**src/rtl/bve_pkg.sv**
```systemverilog
`timescale 1ns / 1ps
// Shared types and constants for the bit vector engine.
// Depends on nothing; every other file refers to it by scoped names.
package bve_pkg;

  localparam int WORDS  = 64;
  localparam int ADDR_W = $clog2(WORDS);
  localparam int CNT_W  = $clog2(WORDS + 1);
  localparam int DATA_W = 32;
  localparam int OP_W   = 3;
  localparam int POS_W  = 11;
  localparam int WIDX_W = POS_W - 5;
  localparam int CFG_W  = 7;

  // Index of the configuration register; its byte address is four times this.
  localparam logic REG_WORDS_IN_USE = 1'b0;

  typedef enum logic [OP_W-1:0] {
    OP_SET     = 3'd0,
    OP_CLR     = 3'd1,
    OP_RDBIT   = 3'd2,
    OP_RDFLD   = 3'd3,
    OP_FIND    = 3'd4,
    OP_INSERT  = 3'd5,
    OP_DELETE  = 3'd6,
    OP_CLR_ALL = 3'd7
  } op_t;

  typedef struct packed {
    logic [OP_W-1:0]  operation;
    logic [POS_W-1:0] bit_position;
    logic [POS_W-1:0] count_value;
    logic             find_value;
  } in_item_t;

  typedef struct packed {
    logic [DATA_W-1:0] read_data;
    logic              found;
    logic [POS_W-1:0]  found_position;
  } out_item_t;

  typedef enum logic [3:0] {
    ACT_NONE,
    ACT_LOAD,
    ACT_CLEAR_ALL,
    ACT_SET_CLR,
    ACT_RDBIT,
    ACT_FLD_LO,
    ACT_FLD_HI,
    ACT_FIND,
    ACT_INS,
    ACT_DEL,
    ACT_DEL_LAST,
    ACT_OUT
  } act_t;

  typedef struct packed {
    act_t              act;
    logic              rd_en;
    logic [ADDR_W-1:0] rd_addr;
  } dp_cmd_t;

  typedef struct packed {
    op_t               op;
    logic              w_ok;
    logic [WIDX_W-1:0] w;
    logic [CNT_W-1:0]  nw;
    logic              hit;
    logic              find_end;
  } dp_sts_t;

endpackage

```
**src/rtl/bve_datapath.sv**
```systemverilog
`timescale 1ns / 1ps
// Datapath of the bit vector engine: word memory with valid bits, item and
// result registers, and the per-operation word arithmetic. Uses bve_pkg.
module bve_datapath (
  input  logic                     clk,
  input  logic                     rst_n,
  input  bve_pkg::in_item_t        in_data,
  input  logic [bve_pkg::CFG_W-1:0] words_in_use,
  input  bve_pkg::dp_cmd_t         cmd,
  output bve_pkg::dp_sts_t         sts,
  output bve_pkg::out_item_t       out_data
);

  function automatic logic [bve_pkg::DATA_W-1:0] reverse32(
    input logic [bve_pkg::DATA_W-1:0] x
  );
    logic [bve_pkg::DATA_W-1:0] r;
    for (int i = 0; i < bve_pkg::DATA_W; i++) begin
      r[i] = x[bve_pkg::DATA_W-1-i];
    end
    return r;
  endfunction

  // Trailing zero count as a five-level halving search.
  function automatic logic [4:0] ctz32(input logic [31:0] m);
    logic [31:0] x;
    logic [4:0]  n;
    x = m;
    n = '0;
    if (x[15:0] == 16'd0) begin
      n[4] = 1'b1;
      x = x >> 16;
    end
    if (x[7:0] == 8'd0) begin
      n[3] = 1'b1;
      x = x >> 8;
    end
    if (x[3:0] == 4'd0) begin
      n[2] = 1'b1;
      x = x >> 4;
    end
    if (x[1:0] == 2'd0) begin
      n[1] = 1'b1;
      x = x >> 2;
    end
    if (x[0] == 1'b0) begin
      n[0] = 1'b1;
    end
    return n;
  endfunction

  logic [bve_pkg::DATA_W-1:0] mem [bve_pkg::WORDS];
  logic [bve_pkg::WORDS-1:0]  vld_r;
  logic [bve_pkg::DATA_W-1:0] rdata_r;
  logic                       rvld_r;
  logic [bve_pkg::ADDR_W-1:0] rd_addr_q_r;

  bve_pkg::in_item_t  item_r;
  bve_pkg::out_item_t res_r;
  bve_pkg::out_item_t out_r;
  logic [bve_pkg::DATA_W-1:0] lo_r;
  logic [bve_pkg::DATA_W-1:0] prev_r;
  logic                       carry_r;

  bve_pkg::op_t               op;
  logic [bve_pkg::WIDX_W-1:0] w;
  logic [4:0]                 b;
  logic [bve_pkg::CNT_W-1:0]  nw;
  logic [bve_pkg::CNT_W-1:0]  w_ext;
  logic                       w_ok;
  logic                       w1_ok;
  logic [bve_pkg::DATA_W-1:0] rdq;
  logic [bve_pkg::DATA_W-1:0] bit1;
  logic [bve_pkg::DATA_W-1:0] low;
  logic                       first;
  logic [bve_pkg::DATA_W-1:0] skip;
  logic [bve_pkg::DATA_W-1:0] m;
  logic                       hit;
  logic [bve_pkg::WIDX_W-1:0] last_w;
  logic [bve_pkg::ADDR_W-1:0] last_a;
  logic [bve_pkg::POS_W-1:0]  fpos;
  logic [bve_pkg::CNT_W-1:0]  lim;
  logic [5:0]                 lim_c;
  logic [5:0]                 cntc;
  logic [bve_pkg::DATA_W-1:0] hi;
  logic [bve_pkg::DATA_W-1:0] ext;
  logic [bve_pkg::DATA_W-1:0] fld;
  logic                       wr_en;
  logic [bve_pkg::ADDR_W-1:0] wr_addr;
  logic [bve_pkg::DATA_W-1:0] wr_data;

  always_comb begin
    op    = bve_pkg::op_t'(item_r.operation);
    w     = item_r.bit_position[bve_pkg::POS_W-1:5];
    b     = item_r.bit_position[4:0];
    nw    = (words_in_use > bve_pkg::CFG_W'(bve_pkg::WORDS)) ?
            bve_pkg::CNT_W'(bve_pkg::WORDS) : bve_pkg::CNT_W'(words_in_use);
    w_ext = bve_pkg::CNT_W'(w);
    w_ok  = w_ext < nw;
    w1_ok = (w_ext + bve_pkg::CNT_W'(1)) < nw;
    rdq   = rvld_r ? rdata_r : '0;
    bit1  = 32'd1 << b;
    low   = bit1 - 32'd1;
    first = rd_addr_q_r == bve_pkg::ADDR_W'(w);

    // Find: skip words that hold nothing of interest.
    skip   = item_r.find_value ? '0 : '1;
    hit    = rdq != skip;
    m      = item_r.find_value ? rdq : ~rdq;
    last_w = item_r.count_value[bve_pkg::POS_W-1:5];
    last_a = (bve_pkg::CNT_W'(last_w) > bve_pkg::CNT_W'(bve_pkg::WORDS - 1)) ?
             bve_pkg::ADDR_W'(bve_pkg::WORDS - 1) : bve_pkg::ADDR_W'(last_w);
    fpos   = bve_pkg::POS_W'({rd_addr_q_r, ctz32(m)});

    // Read field: the run spans at most this word and the next one.
    lim   = nw - w_ext;
    lim_c = (lim > bve_pkg::CNT_W'(32)) ? 6'd32 : 6'(lim);
    cntc  = (item_r.count_value > bve_pkg::POS_W'(lim_c)) ? lim_c :
            6'(item_r.count_value);
    hi    = w1_ok ? rdq : '0;
    ext   = bve_pkg::DATA_W'({hi, lo_r} >> b);
    fld   = reverse32(ext) >> (6'd32 - cntc);
  end

  always_comb begin
    wr_en   = 1'b0;
    wr_addr = rd_addr_q_r;
    wr_data = rdq;
    case (cmd.act)
      bve_pkg::ACT_SET_CLR: begin
        wr_en   = 1'b1;
        wr_data = (op == bve_pkg::OP_SET) ? (rdq | bit1) : (rdq & ~bit1);
      end
      bve_pkg::ACT_INS: begin
        wr_en   = 1'b1;
        wr_data = first ? ((rdq & low) | ((rdq & ~low & 32'h7fff_ffff) << 1)) :
                  {rdq[bve_pkg::DATA_W-2:0], carry_r};
      end
      bve_pkg::ACT_DEL: begin
        wr_en   = !first;
        wr_addr = rd_addr_q_r - bve_pkg::ADDR_W'(1);
        wr_data = prev_r | {rdq[0], {(bve_pkg::DATA_W-1){1'b0}}};
      end
      bve_pkg::ACT_DEL_LAST: begin
        wr_en   = 1'b1;
        wr_data = prev_r;
      end
      default: begin
        wr_en = 1'b0;
      end
    endcase
  end

  always_ff @(posedge clk) begin
    if (wr_en) begin
      mem[wr_addr] <= wr_data;
    end
    if (cmd.rd_en) begin
      rdata_r     <= mem[cmd.rd_addr];
      rvld_r      <= vld_r[cmd.rd_addr];
      rd_addr_q_r <= cmd.rd_addr;
    end
  end

  // A word that was never written since reset or clear all reads as zero.
  always_ff @(posedge clk) begin
    if (!rst_n || cmd.act == bve_pkg::ACT_CLEAR_ALL) begin
      vld_r <= '0;
    end else if (wr_en) begin
      vld_r[wr_addr] <= 1'b1;
    end
  end

  always_ff @(posedge clk) begin
    case (cmd.act)
      bve_pkg::ACT_LOAD: begin
        item_r <= in_data;
        res_r  <= '0;
      end
      bve_pkg::ACT_RDBIT: begin
        res_r.read_data <= bve_pkg::DATA_W'(rdq[b]);
      end
      bve_pkg::ACT_FLD_LO: begin
        lo_r <= rdq;
      end
      bve_pkg::ACT_FLD_HI: begin
        res_r.read_data <= fld;
      end
      bve_pkg::ACT_FIND: begin
        if (hit) begin
          res_r.found          <= 1'b1;
          res_r.found_position <= fpos;
        end
      end
      bve_pkg::ACT_INS: begin
        carry_r <= rdq[bve_pkg::DATA_W-1];
      end
      bve_pkg::ACT_DEL: begin
        prev_r <= first ? ((rdq & low) | ((rdq >> 1) & ~low)) : (rdq >> 1);
      end
      bve_pkg::ACT_OUT: begin
        out_r <= res_r;
      end
      default: begin
        out_r <= out_r;
      end
    endcase
  end

  always_comb begin
    sts.op       = op;
    sts.w_ok     = w_ok;
    sts.w        = w;
    sts.nw       = nw;
    sts.hit      = hit;
    sts.find_end = rd_addr_q_r == last_a;
  end

  assign out_data = out_r;

endmodule

```
**src/rtl/bve_ctrl.sv**
```systemverilog
`timescale 1ns / 1ps
// Controller of the bit vector engine: sequences memory reads and datapath
// actions per operation and owns both handshakes. Uses bve_pkg.
module bve_ctrl (
  input  logic              clk,
  input  logic              rst_n,
  input  logic              in_valid,
  output logic              in_stall,
  output logic              out_valid,
  input  logic              out_stall,
  input  bve_pkg::dp_sts_t  sts,
  output bve_pkg::dp_cmd_t  cmd
);

  typedef enum logic [3:0] {
    ST_IDLE,
    ST_DISPATCH,
    ST_WORD,
    ST_FLD_LO,
    ST_FLD_HI,
    ST_SCAN,
    ST_INS,
    ST_DEL,
    ST_DEL_LAST,
    ST_DONE
  } state_t;

  state_t                    st_r;
  state_t                    st_nxt;
  logic [bve_pkg::CNT_W-1:0] idx_r;
  logic [bve_pkg::CNT_W-1:0] idx_nxt;
  logic                      out_valid_r;
  logic                      out_valid_nxt;

  always_comb begin
    st_nxt        = st_r;
    idx_nxt       = idx_r;
    out_valid_nxt = out_valid_r && out_stall;
    cmd.act       = bve_pkg::ACT_NONE;
    cmd.rd_en     = 1'b0;
    cmd.rd_addr   = idx_r[bve_pkg::ADDR_W-1:0];
    case (st_r)
      ST_IDLE: begin
        if (in_valid) begin
          cmd.act = bve_pkg::ACT_LOAD;
          st_nxt  = ST_DISPATCH;
        end
      end
      ST_DISPATCH: begin
        case (sts.op)
          bve_pkg::OP_CLR_ALL: begin
            cmd.act = bve_pkg::ACT_CLEAR_ALL;
            st_nxt  = ST_DONE;
          end
          bve_pkg::OP_FIND: begin
            cmd.rd_en   = 1'b1;
            cmd.rd_addr = '0;
            idx_nxt     = bve_pkg::CNT_W'(1);
            st_nxt      = ST_SCAN;
          end
          default: begin
            if (!sts.w_ok) begin
              st_nxt = ST_DONE;
            end else begin
              cmd.rd_en   = 1'b1;
              cmd.rd_addr = bve_pkg::ADDR_W'(sts.w);
              idx_nxt     = bve_pkg::CNT_W'(sts.w) + bve_pkg::CNT_W'(1);
              case (sts.op) inside
                bve_pkg::OP_SET, bve_pkg::OP_CLR, bve_pkg::OP_RDBIT: begin
                  st_nxt = ST_WORD;
                end
                bve_pkg::OP_RDFLD: begin
                  st_nxt = ST_FLD_LO;
                end
                bve_pkg::OP_INSERT: begin
                  st_nxt = ST_INS;
                end
                default: begin
                  st_nxt = ST_DEL;
                end
              endcase
            end
          end
        endcase
      end
      ST_WORD: begin
        cmd.act = (sts.op == bve_pkg::OP_RDBIT) ? bve_pkg::ACT_RDBIT :
                  bve_pkg::ACT_SET_CLR;
        st_nxt  = ST_DONE;
      end
      ST_FLD_LO: begin
        cmd.act     = bve_pkg::ACT_FLD_LO;
        cmd.rd_en   = 1'b1;
        cmd.rd_addr = bve_pkg::ADDR_W'(sts.w) + bve_pkg::ADDR_W'(1);
        st_nxt      = ST_FLD_HI;
      end
      ST_FLD_HI: begin
        cmd.act = bve_pkg::ACT_FLD_HI;
        st_nxt  = ST_DONE;
      end
      ST_SCAN: begin
        cmd.act = bve_pkg::ACT_FIND;
        if (sts.hit || sts.find_end) begin
          st_nxt = ST_DONE;
        end else begin
          cmd.rd_en = 1'b1;
          idx_nxt   = idx_r + bve_pkg::CNT_W'(1);
        end
      end
      ST_INS: begin
        cmd.act = bve_pkg::ACT_INS;
        if (idx_r < sts.nw) begin
          cmd.rd_en = 1'b1;
          idx_nxt   = idx_r + bve_pkg::CNT_W'(1);
        end else begin
          st_nxt = ST_DONE;
        end
      end
      ST_DEL: begin
        cmd.act = bve_pkg::ACT_DEL;
        if (idx_r < sts.nw) begin
          cmd.rd_en = 1'b1;
          idx_nxt   = idx_r + bve_pkg::CNT_W'(1);
        end else begin
          st_nxt = ST_DEL_LAST;
        end
      end
      ST_DEL_LAST: begin
        cmd.act = bve_pkg::ACT_DEL_LAST;
        st_nxt  = ST_DONE;
      end
      ST_DONE: begin
        if (!out_valid_r || !out_stall) begin
          cmd.act       = bve_pkg::ACT_OUT;
          out_valid_nxt = 1'b1;
          st_nxt        = ST_IDLE;
        end
      end
      default: begin
        st_nxt = ST_IDLE;
      end
    endcase
  end

  always_ff @(posedge clk) begin
    if (!rst_n) begin
      st_r        <= ST_IDLE;
      idx_r       <= '0;
      out_valid_r <= 1'b0;
    end else begin
      st_r        <= st_nxt;
      idx_r       <= idx_nxt;
      out_valid_r <= out_valid_nxt;
    end
  end

  assign in_stall  = st_r != ST_IDLE;
  assign out_valid = out_valid_r;

`ifndef SYNTHESIS
  a_out_slot_free: assert property (@(posedge clk) disable iff (!rst_n)
    cmd.act == bve_pkg::ACT_OUT |-> (!out_valid_r || !out_stall))
    else $error("result register overwritten while a result is pending");

  a_accept_dispatch: assert property (@(posedge clk) disable iff (!rst_n)
    (in_valid && !in_stall) |=> st_r == ST_DISPATCH)
    else $error("accepted transaction was not dispatched");

  a_walk_bound: assert property (@(posedge clk) disable iff (!rst_n)
    (st_r == ST_INS || st_r == ST_DEL) |-> idx_r <= sts.nw)
    else $error("word walk ran past the words in use");

  a_no_read_idle: assert property (@(posedge clk) disable iff (!rst_n)
    (st_r == ST_IDLE || st_r == ST_DONE) |-> !cmd.rd_en)
    else $error("memory read issued outside an operation");
`endif

endmodule

```
**src/rtl/bit_vector_engine.sv**
```systemverilog
`timescale 1ns / 1ps
// Steps: set/clear/read bit read word w, read field words w and w+1, find scans k words
// (up to 64), insert walks words w to nw-1, delete too with one more write; clear all
// and non-find operations on a word outside the words in use go straight to done. One
// transaction at a time; find, insert and delete walk the words through one read port.
// Reset (rst_n low, synchronous) zeroes the vector at once through per-word valid
// bits, sets words_in_use to 64 and empties the result register; no clearing pass.
module bit_vector_engine (
  input  logic                 clk,
  input  logic                 rst_n,
  // Input transaction channel.
  input  logic                 in_valid,
  output logic                 in_stall,
  input  bve_pkg::in_item_t    in_data,
  // Result transaction channel.
  output logic                 out_valid,
  input  logic                 out_stall,
  output bve_pkg::out_item_t   out_data,
  // Configuration port; words_in_use sits at byte address 0.
  input  logic                 psel,
  input  logic                 penable,
  input  logic                 pwrite,
  input  logic [2:0]           paddr,
  input  logic [31:0]          pwdata,
  output logic [31:0]          prdata,
  output logic                 pready
);

  // The configuration register. Write it only while the engine is idle (the block does
  // not enforce this), so the datapath may read it freely during an operation.
  logic [bve_pkg::CFG_W-1:0] words_in_use_r;
  logic                      cfg_wr;

  bve_pkg::dp_cmd_t cmd;
  bve_pkg::dp_sts_t sts;

  assign pready = 1'b1;
  assign cfg_wr = psel && penable && pwrite && pready;

  always_ff @(posedge clk) begin
    if (!rst_n) begin
      words_in_use_r <= bve_pkg::CFG_W'(bve_pkg::WORDS);
    end else if (cfg_wr && paddr[2] == bve_pkg::REG_WORDS_IN_USE) begin
      words_in_use_r <= pwdata[bve_pkg::CFG_W-1:0];
    end
  end

  // Address bit 2 selects the register; anything past the list reads zero.
  assign prdata = (paddr[2] == bve_pkg::REG_WORDS_IN_USE) ? 32'(words_in_use_r) : '0;

  // The controller walks the words and drives both handshakes; the result
  // register in the datapath lets a new transaction be accepted while the
  // previous result still waits on a stalled output.
  bve_ctrl u_ctrl (
    .clk       (clk),
    .rst_n     (rst_n),
    .in_valid  (in_valid),
    .in_stall  (in_stall),
    .out_valid (out_valid),
    .out_stall (out_stall),
    .sts       (sts),
    .cmd       (cmd)
  );

  // The datapath holds the word memory, its valid bits and all payload.
  bve_datapath u_datapath (
    .clk          (clk),
    .rst_n        (rst_n),
    .in_data      (in_data),
    .words_in_use (words_in_use_r),
    .cmd          (cmd),
    .sts          (sts),
    .out_data     (out_data)
  );

endmodule

```
**config.mk**
```make
export PLATFORM = sky130hd
export DESIGN_NAME = bit_vector_engine
export DESIGN_NICKNAME = d
export VERILOG_FILES = /design/src/rtl/bve_pkg.sv /design/src/rtl/bve_datapath.sv /design/src/rtl/bve_ctrl.sv /design/src/rtl/bit_vector_engine.sv
export SDC_FILE = /design/constraint.sdc
export NUM_CORES = 2
export LEC_CHECK = 0
export ABC_CLOCK_PERIOD_IN_PS = 9550
export BUFFER_PORTS_ARGS = -buffer_cell sky130_fd_sc_hd__buf_4
export CAP_MARGIN = 20
export CORE_ASPECT_RATIO = 1.75
export CORE_MARGIN = 10
export CORE_UTILIZATION = 60
export CTS_CLUSTER_SIZE = 14
export DETAILED_ROUTE_END_ITERATION = 16
export PLACE_DENSITY_LB_ADDON = 0.12
export SYNTH_ARGS = -nofsm -noshare
export SYNTH_HDL_FRONTEND = slang
export SYNTH_HIERARCHICAL = 1
export SYNTH_SLANG_ARGS = --single-unit
export TNS_END_PERCENT = 10
```
**constraint.sdc**
```tcl
create_clock -name clk -period 9.55 [get_ports clk]
set_input_delay 1.91 -clock clk [delete_from_list [all_inputs] [get_ports clk]]
set_output_delay 1.91 -clock clk [all_outputs]
set_load 0.05 [all_outputs]
```
### Word level (Yosys, flattened, before mapping)

Memories as Yosys holds them, arrays and structs flattened. A register that Yosys moved wholly into a read port is not among the register bits.
Cells that the tools add are included.

| storage, ports and cells | value |
|---|---|
| register bits after elaboration | 269 |
| memory bits (writable) | 2048 |
| input bits | 68 |
| memories | 1 |

| cells by class | value |
|---|---|
| add/subtract/negate cells | 7 |
| magnitude comparators | 10 |
| equality and inequality tests | 39 |
| shift-type cells | 3 |
| multiplexer cells | 63 |
| bitwise logic cells | 13 |
| reductions and logical operators | 29 |

Memories:

| name | depth | bits a word | read ports | clocked after Yosys merged registers in | wr ports | line | text |
|---|---|---|---|---|---|---|---|
| u_datapath.mem | 64 | 32 | 1 | 1 | 1 | bve_datapath.sv:52 | `logic [bve_pkg::DATA_W-1:0] mem [bve_pkg::WORDS];` |

Operators by type and width:

| cell | number |
|---|---|
| 2-to-1 mux 32 bit | 5 |
| bitwise OR 32 bit | 4 |
| case mux 32 bit (4 select lines) | 1 |
| case mux 32 bit (3 select lines) | 1 |
| bitwise AND 32 bit | 2 |
| inverter 32 bit | 2 |
| bitwise OR 64 bit | 1 |
| right shift 64 x 5 -> 32 bit | 1 |
| 2-to-1 mux 31 bit | 2 |
| 2-to-1 mux 7 bit | 7 |
| case mux 4 bit (10 select lines) | 1 |
| 2-to-1 mux 4 bit | 9 |
| bitwise AND 31 x 32 -> 32 bit | 1 |
| == test 4 x 3 -> 1 bit, second input constant | 8 |
| inequality test 32 bit | 1 |
| case mux 4 bit (8 select lines) | 1 |
| left shift 1 x 5 -> 32 bit, first input constant | 1 |
| right shift 32 x 6 -> 32 bit | 1 |
| subtractor 32 x 1 -> 32 bit, second input constant | 1 |
| bitwise AND 31 bit | 1 |
| inverter 31 bit | 1 |
| case mux 7 bit (2 select lines) | 2 |
| == test 4 bit, second input constant | 6 |
| case mux 12 bit (2 select lines) | 1 |
| other kinds (53) | 103 |

### Longest topological paths before layout

| logic depth | value |
|---|---|
| word-level depth | 14 |
| gate-level depth with buffers | 27 |
| gate-level depth less buffers | 25 |

### By module

Netlist, hierarchy kept.

Modules (own cells, without submodules):

| module | times used | cells each | area an instance (sq um) | seq. area each (sq um) |
|---|---|---|---|---|
| bve_datapath | 1 | 4897 | 96760.3 | 69326.5 |
| bve_ctrl | 1 | 196 | 1407.6 | 240.2 |
| bit_vector_engine | 1 | 66 | 556.8 | 140.1 |

### Worst setup path after synthesis

OpenSTA, ideal clock, no wires.

| timing | value |
|---|---|
| path kind | input-to-reg |
| start point | input out_stall |
| end point | memory u_datapath/mem[0][4] (netlist bit) (data pin) |
| library setup time | 1009 ps |
| arrival | 7287 ps |
| setup slack | 1254 ps |
| stages on the path | 5 |
| cells stage by stage | and3_1 -> o31ai_1 -> nand2b_1 -> nand2b_1 -> o311ai_0 |

RTL lines:

| what | line | text |
|---|---|---|
| start: declaration | bit_vector_engine.sv:17 | `input logic out_stall,` |
| end: declaration | bve_datapath.sv:52 |  |

### Final worst setup path

| timing | value |
|---|---|
| start point | register words_in_use_r[6] (netlist bit) |
| end point | register u_datapath/res_r[12] (netlist bit) (data pin) |

| between the ends | value |
|---|---|
| longest elaborated chain between the ends | 10 |

RTL lines:

| what | line | text |
|---|---|---|
| start: declaration | bit_vector_engine.sv:31 | `logic [bve_pkg::CFG_W-1:0] words_in_use_r;` |
| start signal: assignment | bit_vector_engine.sv:42 | `words_in_use_r <= bve_pkg::CFG_W'(bve_pkg::WORDS);` |
| start signal: assignment | bit_vector_engine.sv:44 | `words_in_use_r <= pwdata[bve_pkg::CFG_W-1:0];` |
| greater-than comparator 7 bit | bve_datapath.sv:96 | `nw = (words_in_use > bve_pkg::CFG_W'(bve_pkg::WORDS)) ?` |
| 2-to-1 mux 7 bit * | bve_datapath.sv:96 |  |
| subtractor 7 x 6 -> 7 bit | bve_datapath.sv:116 | `lim = nw - w_ext;` |
| greater-than comparator 7 x 6 -> 1 bit | bve_datapath.sv:117 | `lim_c = (lim > bve_pkg::CNT_W'(32)) ? 6'd32 : 6'(lim);` |
| 2-to-1 mux 6 bit | bve_datapath.sv:117 |  |
| greater-than comparator 11 x 6 -> 1 bit | bve_datapath.sv:118 | `cntc = (item_r.count_value > bve_pkg::POS_W'(lim_c)) ? lim_c :` |
| 2-to-1 mux 6 bit | bve_datapath.sv:118 |  |
| subtractor 6 bit | bve_datapath.sv:122 | `fld = reverse32(ext) >> (6'd32 - cntc);` |
| right shift 32 x 6 -> 32 bit * | bve_datapath.sv:122 |  |
| case mux 32 bit (3 select lines) * | bve_datapath.sv:175 | `case (cmd.act)` |
| end: declaration | bve_datapath.sv:59 | `bve_pkg::out_item_t res_r;` |

Every way passes the cells marked *; elsewhere a longest branch is shown, timed or not.
A chain may end at the register's enable or synchronous reset.

==> Implementation_results.wiki <==
{| class="wikitable"
! Metric !! Value
|-
| Share of final-layout standard cells stronger than drive strength 1 || about a quarter
|-
| Number of filler cells placed in the layout || 10,720
|-
| Count of flip-flops with a built-in enable after synthesis || 2,266
|-
| Count of final hold-check violations || 0
|-
| Cell type with the highest aggregate area in the netlist || edfxtp_1
|-
| Peak fanout along the critical path || 22
|-
| Synth Flop Type || edfxtp_1
|-
| Hold bufs inserted after CTS || 0
|-
| Number of buffers inserted by post-CTS setup repair || 0
|-
| Total detailed-routing wirelength || 277.6 mm
|-
| CTS H-Tree Depth || 4
|-
| Summed instance area of the synthesized netlist || 98,720 µm²
|-
| Count of different cell masters after synthesis || ~110
|-
| Final Cycle Share || 83.90%
|-
| Worst-case clock skew || around 0.06 ns
|-
| Buffers & Inverters on Critical Path || 5
|-
| DRC errors left || 0
|-
| Sort of element at the start of the critical path || register
|-
| Type of element capturing the critical path || register
|-
| Arrival time worst endpoint || 8.62 ns
|-
| Die Span X || 326.6 µm
|-
| Most used cell along the critical path || ha_1
|-
| Max capacitance violation total || 0
|-
| Global router's overall resource usage || 30.74%
|-
| Minimum clock period || between 8 and 9 ns
|-
| Cell at the slowest stage of the critical path || mux2_2
|-
| HPWL Detailed || approximately 170 mm
|-
| Antenna violations before repair || 9
|-
| Worst hold-check path type || register to register
|-
| Final net count || 5,416
|-
| Max Clk Rate || 0.1248 GHz
|-
| GRT overflow || 0
|-
| Clock tree from TritonCTS || yes
|-
| Final count of pins violating max slew || 0
|-
| Clock buffers created by TritonCTS || 209
|-
| DRC marker count from the first detailed-route iteration || 6,403
|-
| Crit-path max cell delay || 0.69 ns
|-
| Vias per cell || 6.941
|-
| Yosys warning total || 6
|-
| Maximum number of pins on one net before global-route repair || 132
|-
| Setup TNS || 0 ns
|-
| Number of cells produced by synthesis || just over 5,000
|-
| Count of pins on the block boundary || 147
|-
| Via count of the first global-routing pass || 53,800
|-
| Core Area || between 150,000 and 200,000 µm²
|-
| Global routing usage on met1 || 36.13%
|-
| RSZ-0062 raised after global routing || false
|-
| Avg Inst Size Synth || about 19 µm²
|-
| Sequential element share of the synthesized area || 70.61%
|-
| Result of the run || complete, no violations
|-
| Relative area change from synthesis to final layout || 10.62%
|-
| Slew at the pin with the worst max-slew slack || 1.234 ns
|-
| Maximum count of clock buffers along a single path || 4
|-
| Layer with the highest usage after global routing || met2
|-
| First drt pass iteration count || 6
|-
| Required time of the critical path || approximately 10 ns
|-
| Normalized max-slew margin || 17.70%
|-
| Global-route wire length before repair || just under 400 mm
|-
| Post-cts gate resize count || 0
|-
| Number of antenna-violating nets in the routed design || 0
|-
| Cell types occupying the most area after synthesis || edfxtp_1 (69%), mux4_2 (17%), dfxtp_1 (1.7%)
|-
| Root Buffer Master || clkbuf_16
|-
| Gp weighted congestion || 0.9760
|-
| Initial cell density of the core || 60.45%
|-
| Die span in y || 556.6 µm
|-
| Buffers added on ports || 93
|-
| Average detailed-routed wire length per instance || 36.36 µm
|-
| Rows || 196
|-
| Via count || 53,000
|-
| Reg clk slew, reported paths || 0.07 ns
|-
| Overall die area || 181,800 µm²
|-
| Fraction of met2 tracks used by global routing || 54.72%
|-
| Category of the critical setup timing path || register to register
|-
| Fraction of synthesized cell area taken by the top area cell type || 68.92%
|-
| Async S/R FF share, synth || 0%
|-
| Clock Latency Late Sink || approximately 0.87 ns
|-
| CP delay by family, top || simple AND/OR/NAND/NOR gates
|-
| GR met3 Demand/Resource || 3.780%
|-
| Final Setup Violations || 0
|-
| Total of flip-flops plus latches after synthesis || 2,349
|-
| TritonCTS sink count || 2,349
|}
registers in the layout, indices dropped and copies added, names as in the netlist:
register	count
u_datapath/lo_r	32
u_ctrl/idx_r	7
u_datapath/prev_r	32
u_datapath/rdata_r	32
u_datapath/sts	6
u_datapath/out_data	44
u_datapath/rvld_r	1
u_ctrl/st_r	4
u_datapath/b	5
u_datapath/op	3
u_datapath/rd_addr_q_r	6
u_ctrl/out_valid	1
u_datapath/vld_r	64
u_datapath/item_r	12
u_datapath/carry_r	1
words_in_use_r	7
u_datapath/mem	2048
u_datapath/res_r	44
cell usage after synthesis (all sizes together) (31+ instances only):
cell,instances
a21oi,127
a222oi,32
buf,141
clkbuf,201
dfxtp,83
edfxtp,2266
ha,31
inv,66
mux2,37
mux2i,146
mux4,740
nand2,278
nand2b,32
nand3,55
nor2,215
nor3,48
o211ai,31
o21a,70
o21ai,148
stage by stage:
step           cell area, µm²  worst slack [ns]  std cells  hold slack [ns]  util [%]
3_5_place_dp           103100             1.497       7281           0.4045     63.11
3_3_place_gp           103100             1.577       7281           0.4016     63.11
2_1_floorplan           98810             1.254       5183           0.4003         -
5_1_grt                109200            0.9244       7628           0.4180     66.86
4_1_cts                109100             1.480       7625           0.4128     66.83
6_report               109200             1.537       7636           0.4118     66.87
kinds of logic after synthesis:
logic type	count (synthesis)	synth area share [%]
xor+xnor	34	0.3092
compound gates	650	4.544
flops	2349	70.61
fa+ha+maj	32	0.4132
simple gates	752	3.468
other cells	3	0.01141
buf+inv	416	1.860
mux	923	18.79
worst paths after layout:
kind	cells after the start	slack [ns]	from	end
max reg2reg	26	1.54	words_in_use_r[6]	u_datapath/res_r[12]
min reg2reg	0	0.41	u_datapath/res_r[2]	u_datapath/out_data[2]
min	0	0.41	u_datapath/res_r[2]	u_datapath/out_data[2]
max	26	1.54	words_in_use_r[6]	u_datapath/res_r[12]
layout make-up:
type                       count  area, µm²  share of cell area [%]
clock buffer                 282       5564                   5.095
multi-input combinational   2418      28240                   25.86
clock inverter                62      505.5                  0.4628
timing repair buffer         264       2172                   1.989
antenna                        9      22.52                 0.02062
sequential                  2349      69710                   63.83
inverter                      74      277.8                  0.2543
tap                         2178       2725                   2.495
metal layers:
metal  vias up  part of all wire, %
met5         -                0.018
met4         8                  6.5
met3       641                  6.6
met2      2634                   54
met1     28100                   33
li1      21620                    -
placed cells by master, fill, tap and decap left out, types with 54 or more instances in the layout:
cell type	n
inv_1	60
nor2_1	145
o21a_1	70
clkbuf_16	209
dfxtp_1	83
nor2_4	65
edfxtp_1	2266
clkbuf_1	67
nand3_1	54
mux4_2	740
a21oi_1	125
buf_4	249
nand2_1	273
mux2i_1	145
o21ai_0	108
Power is left out: the tool's default activity adds up to more than one toggle a clock period on the data nets, which glitch-free logic cannot reach.
